--- src/rtl/prrts_pkg.sv ---
// prrts_pkg: shared types and constants of the task scheduler
// no dependencies; imported by all scheduler modules
`timescale 1ns / 1ps
package prrts_pkg;

   typedef enum logic [3:0] {
      CMD_CREATE_USER = 4'd0,
      CMD_CREATE_SYS  = 4'd1,
      CMD_START       = 4'd2,
      CMD_PAUSE       = 4'd3,
      CMD_DELETE      = 4'd4,
      CMD_SLEEP       = 4'd5,
      CMD_WAKE        = 4'd6,
      CMD_TICK        = 4'd7,
      CMD_SWITCH      = 4'd8,
      CMD_QUERY       = 4'd9
   } cmd_type;

   localparam logic [2:0] ST_INACTIVE  = 3'd0;
   localparam logic [2:0] ST_READY     = 3'd1;
   localparam logic [2:0] ST_RUNNING   = 3'd2;
   localparam logic [2:0] ST_BLOCKED   = 3'd3;
   localparam logic [2:0] ST_SUSPENDED = 3'd4;

   localparam logic [1:0] RC_OK      = 2'd0;
   localparam logic [1:0] RC_INVALID = 2'd1;
   localparam logic [1:0] RC_BUSY    = 2'd2;
   localparam logic [1:0] RC_FULL    = 2'd3;

   localparam logic [1:0] CSR_RUNNING  = 2'd0;
   localparam logic [1:0] CSR_PRIO_MIN = 2'd1;
   localparam logic [1:0] CSR_PRIO_MAX = 2'd2;

   localparam logic [31:0] FOREVER = 32'hFFFF_FFFF;

   typedef struct packed {
      logic [3:0]  cmd;
      logic [31:0] target_id;
      logic        self_target;
      logic [4:0]  priority_req;
      logic [31:0] ticks;
      logic        in_isr;
   } req_type;

   typedef struct packed {
      logic [1:0]  status;
      logic [31:0] result_id;
      logic [2:0]  slot_index;
      logic        idle_selected;
      logic [2:0]  task_state;
      logic        switch_request;
   } rsp_type;

   // decoded command handed from front to back
   typedef struct packed {
      req_type     req;
      logic        valid_cmd;
      logic        prio_bad;
   } job_type;

   typedef enum logic [2:0] {
      EX_IDLE,
      EX_SCAN,
      EX_PICK,
      EX_APPLY,
      EX_DONE
   } ex_state_type;

endpackage

--- src/rtl/priority_round_robin_task_scheduler.sv ---
// channel  ports                         beat moves when
// req      req_push req_full req_data    req_push && !req_full
// rsp      rsp_empty rsp_pop rsp_data    rsp_pop && !rsp_empty
// csr      csr_we csr_index csr_data     csr_we
// each command walks the table one slot a cycle in prrts_exec: a scan, then for a
// switch a second pick walk, then an apply step and a done step.
// a two-beat queue ahead of the sequencer takes commands while it works.
// synchronous reset clears all slots, the queue and the result register.
`timescale 1ns / 1ps
module priority_round_robin_task_scheduler
   import prrts_pkg::*;
#(
   parameter int MAX_TASKS    = 8,
   parameter int MAX_PRIORITY = 31
) (
   input  logic       clock,
   input  logic       reset,
   input  logic       req_push,
   output logic       req_full,
   input  req_type    req_data,
   output logic       rsp_empty,
   input  logic       rsp_pop,
   output rsp_type    rsp_data,
   input  logic       csr_we,
   input  logic [1:0] csr_index,
   input  logic [4:0] csr_data
);

   logic       run_ff;
   logic [4:0] pmin_ff, pmax_ff;
   logic       job_valid, job_take, rsp_valid;
   job_type    job;

   always_ff @(posedge clock) begin
      if (reset) begin
         run_ff  <= 1'b0;
         pmin_ff <= 5'd1;
         pmax_ff <= 5'd30;
      end else if (csr_we) begin
         case (csr_index)
            CSR_RUNNING:  run_ff  <= csr_data[0];
            CSR_PRIO_MIN: pmin_ff <= csr_data;
            CSR_PRIO_MAX: pmax_ff <= csr_data;
            default: ;
         endcase
      end
   end

   prrts_front #(.MAX_PRIORITY(MAX_PRIORITY)) u_front (
      .clock, .reset, .push(req_push), .full(req_full), .req(req_data),
      .prio_min(pmin_ff), .prio_max(pmax_ff),
      .job_valid, .job_take, .job
   );

   prrts_exec #(.MAX_TASKS(MAX_TASKS)) u_exec (
      .clock, .reset, .job_valid, .job_take, .job, .running(run_ff),
      .rsp_valid, .rsp_take(rsp_pop), .rsp(rsp_data)
   );

   assign rsp_empty = !rsp_valid;

endmodule

--- src/rtl/prrts_front.sv ---
// prrts_front: accepts commands, checks command code and create priority
// depends on prrts_pkg; feeds a two-entry queue to prrts_exec
`timescale 1ns / 1ps
module prrts_front
   import prrts_pkg::*;
#(
   parameter int MAX_PRIORITY = 31
) (
   input  logic    clock,
   input  logic    reset,
   input  logic    push,
   output logic    full,
   input  req_type req,
   input  logic [4:0] prio_min,
   input  logic [4:0] prio_max,
   output logic    job_valid,
   input  logic    job_take,
   output job_type job
);

   job_type     q_ff [2];
   job_type     q_in [2];
   logic [1:0]  cnt_ff, cnt_in;
   logic        rd_ff, rd_in;
   job_type     dec;
   logic        do_push;

   always_comb begin
      dec           = '0;
      dec.req       = req;
      dec.valid_cmd = (req.cmd <= 4'(CMD_QUERY));
      dec.prio_bad  = ((req.cmd == 4'(CMD_CREATE_USER)) &&
                       ((req.priority_req < prio_min) || (req.priority_req > prio_max)))
                   || (32'(req.priority_req) > 32'(MAX_PRIORITY));
   end

   assign full      = (cnt_ff == 2'd2);
   assign do_push   = push && !full;
   assign job_valid = (cnt_ff != 2'd0);
   assign job       = q_ff[rd_ff];

   always_comb begin
      q_in   = q_ff;
      cnt_in = cnt_ff;
      rd_in  = rd_ff;
      if (job_take && job_valid) begin
         rd_in = ~rd_ff;
      end
      // write slot sits behind the waiting entries, whatever leaves this cycle
      if (do_push) begin
         q_in[rd_ff ^ (cnt_ff != 2'd0)] = dec;
      end
      cnt_in = cnt_ff + 2'(do_push) - 2'(job_take && job_valid);
   end

   always_ff @(posedge clock) begin
      q_ff <= q_in;
      if (reset) begin
         cnt_ff <= '0;
         rd_ff  <= 1'b0;
      end else begin
         cnt_ff <= cnt_in;
         rd_ff  <= rd_in;
      end
   end

endmodule

--- src/rtl/prrts_exec.sv ---
// prrts_exec: slot table and sequencer that carries out one command
// depends on prrts_pkg; job from prrts_front, result into output register
`timescale 1ns / 1ps
module prrts_exec
   import prrts_pkg::*;
#(
   parameter int MAX_TASKS = 8
) (
   input  logic    clock,
   input  logic    reset,
   input  logic    job_valid,
   output logic    job_take,
   input  job_type job,
   input  logic    running,
   output logic    rsp_valid,
   input  logic    rsp_take,
   output rsp_type rsp
);

   localparam int SW = (MAX_TASKS > 1) ? $clog2(MAX_TASKS) : 1;
   localparam int CW = $clog2(MAX_TASKS + 2);
   localparam logic [CW-1:0] CUR_IDLE = CW'(MAX_TASKS);
   localparam logic [CW-1:0] CUR_NONE = CW'(MAX_TASKS + 1);

   logic          used_ff  [MAX_TASKS];
   logic [31:0]   id_ff    [MAX_TASKS];
   logic [4:0]    prio_ff  [MAX_TASKS];
   logic [31:0]   delay_ff [MAX_TASKS];
   logic [2:0]    st_ff    [MAX_TASKS];
   logic [CW-1:0] cur_ff;
   logic [SW-1:0] rr_ff;
   logic [31:0]   idc_ff;

   ex_state_type  state_ff, state_in;
   logic [SW:0]   i_ff, i_in;
   logic          hit_ff;          // scan found something
   logic [SW-1:0] hs_ff;           // slot found by scan
   logic          bf_ff;           // ready seen
   logic [4:0]    best_ff;
   logic [SW-1:0] cand_ff;
   logic          rv_ff;
   rsp_type       r_ff;

   req_type       q;
   logic [SW-1:0] idx, rri;
   logic          rdy_i;
   logic          cur_is_slot;
   logic [SW-1:0] cur_s;
   rsp_type       r;
   logic          cmd_lookup;

   assign q           = job.req;
   assign idx         = i_ff[SW-1:0];
   assign cur_is_slot = (cur_ff < CW'(MAX_TASKS));
   assign cur_s       = cur_ff[SW-1:0];
   assign rsp_valid   = rv_ff;
   assign rsp         = r_ff;
   assign job_take    = (state_ff == EX_DONE);
   assign cmd_lookup  = (q.cmd == 4'(CMD_START)) || (q.cmd == 4'(CMD_PAUSE))
                     || (q.cmd == 4'(CMD_DELETE)) || (q.cmd == 4'(CMD_WAKE))
                     || (q.cmd == 4'(CMD_QUERY));

   // round-robin index: slot after pointer, plus step
   always_comb begin
      logic [SW:0] t;
      t   = {1'b0, rr_ff} + 1'b1 + i_ff;
      rri = (t >= (SW+1)'(MAX_TASKS)) ? SW'(t - (SW+1)'(MAX_TASKS)) : t[SW-1:0];
   end
   // preempted running task counts as ready during a switch
   assign rdy_i = used_ff[rri] && ((st_ff[rri] == ST_READY) ||
                  (cur_is_slot && rri == cur_s && st_ff[rri] == ST_RUNNING));

   always_comb begin
      state_in = state_ff;
      i_in     = i_ff;
      unique case (state_ff)
         EX_IDLE: begin
            i_in = '0;
            if (job_valid && !rv_ff) state_in = EX_SCAN;
         end
         EX_SCAN: begin
            i_in = i_ff + 1'b1;
            if (i_ff == (SW+1)'(MAX_TASKS - 1)) begin
               i_in     = '0;
               state_in = (q.cmd == 4'(CMD_SWITCH)) ? EX_PICK : EX_APPLY;
            end
         end
         EX_PICK: begin
            i_in = i_ff + 1'b1;
            if (i_ff == (SW+1)'(MAX_TASKS - 1)) state_in = EX_APPLY;
         end
         EX_APPLY: state_in = EX_DONE;
         EX_DONE:  state_in = EX_IDLE;
         default:  state_in = EX_IDLE;
      endcase
   end

   // result of the apply step
   always_comb begin
      logic [SW-1:0] s;
      logic          ok;
      r  = '0;
      s  = hs_ff;
      ok = hit_ff && (q.target_id != 32'd0);
      if (!job.valid_cmd) begin
         r.status = RC_INVALID;
      end else begin
         case (q.cmd)
            4'(CMD_CREATE_USER), 4'(CMD_CREATE_SYS): begin
               if (job.prio_bad) r.status = RC_INVALID;
               else if (!hit_ff) r.status = RC_FULL;
               else begin
                  r.result_id  = idc_ff;
                  r.slot_index = 3'(hs_ff);
               end
            end
            4'(CMD_START): begin
               if (!ok) r.status = RC_INVALID;
               else r.switch_request = running;
            end
            4'(CMD_PAUSE), 4'(CMD_DELETE): begin
               if (q.self_target) begin
                  if (cur_ff == CUR_IDLE) r.status = RC_BUSY;
                  else if (!cur_is_slot || !used_ff[cur_s]) r.status = RC_INVALID;
                  else r.switch_request = running;
               end else if (!ok) r.status = RC_INVALID;
               else if (q.cmd == 4'(CMD_PAUSE))
                  r.switch_request = cur_is_slot && s == cur_s && running;
               else
                  r.switch_request = cur_is_slot && s == cur_s && running;
            end
            4'(CMD_SLEEP): begin
               r.switch_request = (q.ticks != 0) && running && !q.in_isr && cur_is_slot;
            end
            4'(CMD_WAKE): begin
               r.switch_request = ok && st_ff[s] == ST_BLOCKED && running;
            end
            4'(CMD_SWITCH): begin
               r.idle_selected = !bf_ff;
               if (bf_ff) begin
                  r.result_id  = id_ff[cand_ff];
                  r.slot_index = 3'(cand_ff);
               end
            end
            4'(CMD_QUERY): begin
               if (q.self_target) begin
                  if (cur_ff == CUR_IDLE) r.task_state = ST_RUNNING;
                  else if (cur_is_slot) r.task_state = st_ff[cur_s];
               end else if (ok) r.task_state = st_ff[s];
            end
            default: ;
         endcase
      end
   end

   always_ff @(posedge clock) begin
      logic [SW-1:0] s;
      if (reset) begin
         state_ff <= EX_IDLE;
         i_ff     <= '0;
         rv_ff    <= 1'b0;
         cur_ff   <= CUR_NONE;
         rr_ff    <= '0;
         idc_ff   <= 32'd1;
         for (int k = 0; k < MAX_TASKS; k++) begin
            used_ff[k]  <= 1'b0;
            id_ff[k]    <= '0;
            prio_ff[k]  <= '0;
            delay_ff[k] <= '0;
            st_ff[k]    <= ST_INACTIVE;
         end
      end else begin
         state_ff <= state_in;
         i_ff     <= i_in;
         if (rsp_take && rv_ff) rv_ff <= 1'b0;
         unique case (state_ff)
            EX_IDLE: begin
               hit_ff <= 1'b0;
               hs_ff  <= '0;
               bf_ff  <= 1'b0;
               best_ff <= '0;
               cand_ff <= '0;
            end
            EX_SCAN: begin
               // one slot a cycle: lookup, free search, tick ageing, best priority
               if (!hit_ff) begin
                  if ((q.cmd == 4'(CMD_CREATE_USER) || q.cmd == 4'(CMD_CREATE_SYS))
                      && !used_ff[idx]) begin
                     hit_ff <= 1'b1; hs_ff <= idx;
                  end
                  if (cmd_lookup && used_ff[idx] && id_ff[idx] == q.target_id) begin
                     hit_ff <= 1'b1; hs_ff <= idx;
                  end
               end
               if (q.cmd == 4'(CMD_TICK) && q.ticks != 0 && used_ff[idx] &&
                   st_ff[idx] == ST_BLOCKED && delay_ff[idx] != FOREVER) begin
                  if (delay_ff[idx] > q.ticks) delay_ff[idx] <= delay_ff[idx] - q.ticks;
                  else begin
                     delay_ff[idx] <= '0;
                     st_ff[idx]    <= ST_READY;
                  end
               end
               if (rdy_i && (!bf_ff || prio_ff[rri] > best_ff)) begin
                  bf_ff   <= 1'b1;
                  best_ff <= prio_ff[rri];
               end
            end
            EX_PICK: begin
               if (!hit_ff && rdy_i && prio_ff[rri] == best_ff) begin
                  hit_ff  <= 1'b1;
                  cand_ff <= rri;
               end
            end
            EX_APPLY: begin
               rv_ff <= 1'b1;
               r_ff  <= r;
               s = hs_ff;
               if (job.valid_cmd) begin
                  case (q.cmd)
                     4'(CMD_CREATE_USER), 4'(CMD_CREATE_SYS): begin
                        if (!job.prio_bad && hit_ff) begin
                           used_ff[s]  <= 1'b1;
                           id_ff[s]    <= idc_ff;
                           prio_ff[s]  <= q.priority_req;
                           delay_ff[s] <= '0;
                           st_ff[s]    <= ST_SUSPENDED;
                           idc_ff <= (idc_ff == FOREVER) ? 32'd1 : idc_ff + 32'd1;
                        end
                     end
                     4'(CMD_START): begin
                        if (hit_ff && q.target_id != 0) begin
                           delay_ff[s] <= '0;
                           st_ff[s]    <= ST_READY;
                        end
                     end
                     4'(CMD_PAUSE), 4'(CMD_DELETE): begin
                        if (q.self_target) s = cur_s;
                        if ((q.self_target && cur_is_slot && used_ff[cur_s]) ||
                            (!q.self_target && hit_ff && q.target_id != 0)) begin
                           delay_ff[s] <= '0;
                           if (q.cmd == 4'(CMD_PAUSE)) st_ff[s] <= ST_SUSPENDED;
                           else begin
                              used_ff[s] <= 1'b0;
                              id_ff[s]   <= '0;
                              prio_ff[s] <= '0;
                              st_ff[s]   <= ST_INACTIVE;
                              if (cur_is_slot && s == cur_s) cur_ff <= CUR_NONE;
                           end
                        end
                     end
                     4'(CMD_SLEEP): begin
                        if (q.ticks != 0 && running && !q.in_isr && cur_is_slot) begin
                           delay_ff[cur_s] <= q.ticks;
                           st_ff[cur_s]    <= ST_BLOCKED;
                        end
                     end
                     4'(CMD_WAKE): begin
                        if (hit_ff && q.target_id != 0 && st_ff[s] == ST_BLOCKED) begin
                           delay_ff[s] <= '0;
                           st_ff[s]    <= ST_READY;
                        end
                     end
                     4'(CMD_SWITCH): begin
                        // a re-picked current task simply stays running
                        if (cur_is_slot && st_ff[cur_s] == ST_RUNNING &&
                            !(bf_ff && cand_ff == cur_s))
                           st_ff[cur_s] <= ST_READY;
                        if (bf_ff) begin
                           rr_ff          <= cand_ff;
                           st_ff[cand_ff] <= ST_RUNNING;
                           cur_ff         <= CW'(cand_ff);
                        end else begin
                           cur_ff <= CUR_IDLE;
                        end
                     end
                     default: ;
                  endcase
               end
            end
            EX_DONE: ;
            default: ;
         endcase
      end
   end

endmodule

--- config.mk ---
export PLATFORM = sky130hd
export DESIGN_NAME = priority_round_robin_task_scheduler
export DESIGN_NICKNAME = d
export VERILOG_FILES = /design/src/rtl/prrts_pkg.sv /design/src/rtl/priority_round_robin_task_scheduler.sv /design/src/rtl/prrts_front.sv /design/src/rtl/prrts_exec.sv
export SDC_FILE = /design/constraint.sdc
export NUM_CORES = 1
export LEC_CHECK = 0
export ABC_CLOCK_PERIOD_IN_PS = 11000
export BUFFER_PORTS_ARGS = -buffer_cell sky130_fd_sc_hd__buf_2
export CAP_MARGIN = 20
export CORE_AREA = 2 2 314 316
export DETAILED_ROUTE_END_ITERATION = 12
export DIE_AREA = 0 0 316 318
export PLACE_DENSITY = 0.65
export SYNTH_ARGS = -nofsm -noshare
export SYNTH_HDL_FRONTEND = slang
export SYNTH_SLANG_ARGS = --single-unit
--- constraint.sdc ---
create_clock -name clock -period 11 [get_ports clock]
set_input_delay 2.75 -clock clock [delete_from_list [all_inputs] [get_ports clock]]
set_output_delay 2.75 -clock clock [all_outputs]
set_load 0.03 [all_outputs]
Yosys cells after proc, flatten, opt, wreduce, memory -nomap -nowiden --
Memories as Yosys holds them, arrays and structs flattened. A register that Yosys moved wholly into a read port is not among the register bits. Cells that the tools add are included.
Storage, ports and cells: register bits after elaboration 270, bits in writable memories 584, input port bits 87, output and inout bits 44, logic and storage cells 411, memories kept 5
Cells by class: add/sub/neg operators 8, order comparisons 10, eq/ne operators 41, muxes and demuxes 197, bitwise operators 12, reductions and logical operators 100
Memories:
- u_exec.delay_ff | depth 8, width 32, read ports 1, clocked after memory_dff 1, wr ports 8, RTL line prrts_exec.sv:28 | logic [31:0] delay_ff [MAX_TASKS];
- u_exec.id_ff | depth 8, width 32, read ports 2, clocked after memory_dff 2, wr ports 8, RTL line prrts_exec.sv:26 | logic [31:0] id_ff [MAX_TASKS];
- u_exec.prio_ff | depth 8, width 5, read ports 1, clocked after memory_dff 0, wr ports 8, RTL line prrts_exec.sv:27 | logic [4:0] prio_ff [MAX_TASKS];
- u_exec.st_ff | depth 8, width 3, read ports 4, clocked after memory_dff 3, wr ports 8, RTL line prrts_exec.sv:29 | logic [2:0] st_ff [MAX_TASKS];
- u_exec.used_ff | depth 8, width 1, read ports 3, clocked after memory_dff 2, wr ports 8, RTL line prrts_exec.sv:25 | logic used_ff [MAX_TASKS];
Operators with widths (number):
- $mux 32 | 10
- $mux 77 | 4
- $reduce_or 32->1 | 6
- $mux 3 | 55
- $bwmux 154 | 1
- $mux 35 | 3
- $mux 1 | 100
- $demux 77 s1 | 1
- $pmux 35 s2 | 1
- $reduce_bool 32->1 | 2
- $logic_and 1x1->1 | 36
- $add 32x1->32 const B | 1
- $eq 32x32->1 | 1
- $eq 32x32->1 const B | 1
- $gt 32x32->1 | 1
- $ne 32x32->1 const B | 1
- $sub 32x32->32 | 1
- $eq 4x3->1 const B | 5
- $mux 4 | 5
- $eq 3x2->1 const B | 6
- $mux 5 | 3
- $reduce_or 3->1 | 5
- $ne 2x1->1 const B | 7
- $eq 3x3->1 | 4
- 51 further kinds | 108

Depth between registers and ports, before layout --
depth after elaboration 19, depth in mapped cells 21, gate-level depth less buffers 16

Hierarchy --
A second synthesis with hierarchy kept.
Unflattened totals: cell total of the unflattened synthesis 3195, area total of the unflattened synthesis 42897.4 um^2
Modules (own cells, without submodules):
- prrts_exec | times used 1, cells an instance 2849, area each 36391.2 um^2, seq. area each 20129.3 um^2
- prrts_front | times used 1, cells an instance 295, area each 6009.5 um^2, seq. area each 4684.5 um^2
- priority_round_robin_task_scheduler | times used 1, cells an instance 51, area each 496.7 um^2, seq. area each 220.2 um^2

Least setup slack after synthesis --
No wires, ideal clock.
path type input to register, from in reset, to mem u_exec.id_ff[2][0], enable pin, setup time 0.441 ns, arrival time 6.817 ns, required time 10.559 ns, path slack 3.742 ns, cell stages on the path 8, buffers on the path 1, path through and4bb_2 nand2_1 a211o_1 nand2b_1 buf_2 o22a_1 or2_1 o21bai_1
RTL lines:
- from (decl) | RTL line priority_round_robin_task_scheduler.sv:17 | input logic reset,
- to (decl) | RTL line prrts_exec.sv:26

==> run summary <==
The run finished with clean final reports. The net total in the final layout came out at 3441. The number of global-route vias before repair is 27.5k, and the setup slack of the critical path after layout is 4200 ps. Count of vias placed by the detailed router: 27.8k. The pin count of the biggest net entering global routing was 65.

The worst setup path is captured at a flop. Counting I/O delays and the setup requirement, the final critical path takes 6800 ps. For this run, the share of the core covered by cells in the final layout is 49.4%. For the met3 routing resource usage after global routing, the log shows 3.66%.

The buffer type at the clock tree root is sky130_fd_sc_hd__clkbuf_16. Summing the areas of all compound-gate instances in the mapped netlist gives 5.63% of the synthesized area. The number of buffers inserted to repair setup after CTS is 0.

The total die area came out at 0.100 sq mm. The layout-stage area growth over the synthesis result is 10.7%, and the global routing usage on met1 is 32.5%. Detailed placement ended at an HPWL of 77600 microns.

CTS built an H-tree with a depth of 3. The top cell type by area accounts for 53.1% of the synthesized area. Dividing the final minimum period by the clock period gives 61.8%. The analysis attributes to cell leakage a power of 16.7 nW.

Sorting the synthesized cells by area gives the leading types as sky130_fd_sc_hd__edfxtp_1 (53%), sky130_fd_sc_hd__mux4_2 (11%), sky130_fd_sc_hd__dfxtp_1 (4.5%), sky130_fd_sc_hd__nor2_1 (4.4%), sky130_fd_sc_hd__mux2i_1 (3.9%). The number of gates resized after cts is 0. The number of pins with negative max-slew slack in the final report was 0. Clock skew on the completed layout was measured at 24.7 ps. The initial antenna violation count is 4, and the count of flip-flops with a built-in enable after synthesis is 769.

Summed over all failing endpoints, the final setup total negative slack is 0 ps. The antenna violation net count after detailed routing was 0; the synthesized area per cell was 13.4 sq um. The share of cells above drive strength 1 came out at 20.0%. In this run the vertical extent of the chip is 318 microns. Setup violations remaining at the end of the flow were counted as 0. Class of the worst hold path: reg2reg. The library cell used most frequently in the layout, excluding fill and tap cells, is sky130_fd_sc_hd__edfxtp_1. The average vias per placed instance works out to 5.95.

Timing analysis after detailed placement gives a worst setup slack of 3490 ps. For the total CTS buffers, the log shows 91. The number of hold buffers added after CTS was 0. The clock-pin slew on the worst setup and hold paths works out to 60 ps. The initial utilization of the core area, before any placement, comes to 44.6%. The XOR/XNOR share of the synthesized area came out at 1.87%.

TritonCTS built the clock tree. The first global-routing pass estimated 177000 microns of wire. Global routing finished with a remaining overflow of 0. The cell area that synthesis handed to floorplanning was 0.0435 sq mm.

Of the post-synthesis cell area, the part taken by muxes is 16.8%. The clock drives 866 sinks. For this run, design rule violations remaining after detail routing come to 0. Counting along the longest clock path gives a buffer depth of 3. 131 I/O pins were placed. Worst-case vdd ir drop: 155 uV. Across the run, the number of max-cap violations was 0. The logs give 0 for the total number of yosys warnings and 0.909 for the routability congestion estimate from global placement.

The worst pin sits at a relative slew slack of 24.9%. The category of the critical setup timing path is in2reg. The maximum fanout encountered on the critical timing path was 46. The logs give 115 for the row count and 0.0974 sq mm for the area of the core. The top cell types in the final layout, fill and taps aside, are sky130_fd_sc_hd__edfxtp_1 (769), sky130_fd_sc_hd__nor2_1 (504), sky130_fd_sc_hd__mux4_2 (221), sky130_fd_sc_hd__and2_1 (195), sky130_fd_sc_hd__mux2i_1 (171).

The average routed wire per standard cell is 25.7 microns. Cell taking the most area after synthesis: sky130_fd_sc_hd__edfxtp_1. Global routing consumed, over all layers together, 23.6% of the routing resources. Setup repair after global routing left no endpoint under its margin. For the worst-skew pair, the clock arrives at the later sink with an insertion delay of 670 ps. The sequential cell area fraction in the yosys report came out at 57.6%.

The synthesized netlist devotes 13.4% of its cell area to simple gates. Synthesis handed over a netlist of 3245 instances. The count of unique library cells instantiated by Yosys was 106; the count of routing violations after the opening detailed-route iteration was 2987. In the synthesized netlist the async set-or-reset flop fraction comes to 0%. Across all hold checks on the routed design, the worst slack comes to 459 ps. By area, the combinational part of the netlist is dominated by multiplexers. The final routed wirelength across all metal layers came out at 120000 microns. The count of input and output buffers works out to 130. Element type at the critical path start: an input port.

The power density over cell area is 164 mW/mm^2. STA puts the critical path data arrival time at 7070 ps. Met2 demand-to-capacity share in global routing: 38.9%. Global routing's busiest layer: met2.

The floorplan step set the die width to 316 microns. The run gives 6 as the number of iterations in the first detailed-routing pass. The run gives 147 MHz as the maximum clock frequency.

The most used flip-flop cell after synthesis is sky130_fd_sc_hd__edfxtp_1. STA puts the critical path data required time at 11270 ps. The number of hold violations in the final report is 0, and the post-synthesis adder-cell area fraction is 1.58%. The pin slew with the least headroom to its limit is 1130 ps.

The number of synthesized register bits is 866, and the net count after synthesis is 3385.
[cells by family after synthesis]
logic type / count (synthesis)
buffers and inverters: 284
adder cells (fa/ha/maj): 54
multiplexers: 446
XOR/XNOR: 93
flip-flops: 866
AND/OR/NAND/NOR: 1174
AO/OA/AOI/OAI: 328
[flip-flops by register name (all words and copies together) (netlist names), 5 cells and up, named ones only]
signal and count:
u_exec.id_ff 256, u_exec.prio_ff 40, u_exec.best_ff 5, pmin_ff 5, pmax_ff 5, u_exec.st_ff 24, u_exec.delay_ff 256, u_exec.idc_ff 32
u_exec.used_ff 8, u_exec.rsp 42, u_front.q_ff 154
[metal layers]
layer	vias up	routed length [microns]
met2	1152	58000
met4	2	3440
met5	-	10
met1	14100	49400
li1	12300	-
met3	189	8840
[per-stage QoR]
step | instances | cell area [sq um] | total power, mW
after global routing | 4665 | 48100 | 8.14
after detailed placement | 4494 | 45200 | 4.89
after global placement | 4492 | 45100 | 4.88
after floorplan | 3245 | 43500 | 4.58
final | 4666 | 48100 | 7.90
after CTS | 4664 | 48100 | 7.93
[cell usage after synthesis (45+ instances only)]
cell type and n:
sky130_fd_sc_hd__and3_1 76, sky130_fd_sc_hd__mux2i_1 171, sky130_fd_sc_hd__xor2_1 55, sky130_fd_sc_hd__nor2_1 504
sky130_fd_sc_hd__and2_1 194, sky130_fd_sc_hd__nand2_1 123, sky130_fd_sc_hd__ha_1 51, sky130_fd_sc_hd__clkbuf_1 108
sky130_fd_sc_hd__mux4_2 221, sky130_fd_sc_hd__edfxtp_1 769, sky130_fd_sc_hd__a21oi_1 99, sky130_fd_sc_hd__dfxtp_1 97
sky130_fd_sc_hd__buf_2 54, sky130_fd_sc_hd__o21ai_0 45, sky130_fd_sc_hd__inv_1 63
[area by class of cell]
type / instances / area (sq um)
Antenna cell: 1 / 2.50
Clock buffer: 121 / 2470
Clock inverter: 49 / 473
Fill cell: 8387 / 49300
Inverter: 69 / 259
Multi-Input combinational cell: 2095 / 17200
Sequential cell: 866 / 25100
Tap cell: 1287 / 1610
Timing Repair Buffer: 178 / 1030
[where the power goes]
| group | internal [mW] | leakage, nW | switching (mW) |
|---|---|---|---|
| registers | 3.71 | 8.45 | 0.0943 |
| clock network | 1.75 | 1.43 | 1.31 |
| logic | 0.399 | 6.79 | 0.628 |
| total | 5.86 | 16.7 | 2.03 |
[path summary, 6_finish.rpt]
path / startpoint / to / slack [ps] / depth (start not counted)
max: reset / u_exec.delay_ff[4][26] / 4200 / 12
min: u_exec.rr_ff[0] / u_exec.rr_ff[0] / 460 / 2
max reg2reg: flop / u_exec.delay_ff[0][31] / 4300 / 16
min reg2reg: u_exec.rr_ff[0] / u_exec.rr_ff[0] / 460 / 2
[worst max-delay path: stages]
cell                       delay (ps)
sky130_fd_sc_hd__buf_2            230
sky130_fd_sc_hd__and4bb_4         990
sky130_fd_sc_hd__nand2_1          390
sky130_fd_sc_hd__a211oi_1         310
sky130_fd_sc_hd__a41oi_1           90
sky130_fd_sc_hd__o21ai_2          250
sky130_fd_sc_hd__mux2_4           350
sky130_fd_sc_hd__nand2_1           70
sky130_fd_sc_hd__nand2_1           90
sky130_fd_sc_hd__or3_1            390
sky130_fd_sc_hd__buf_4            290
sky130_fd_sc_hd__nand2b_2         780
Note: power is estimated with default switching activity, not from simulation.
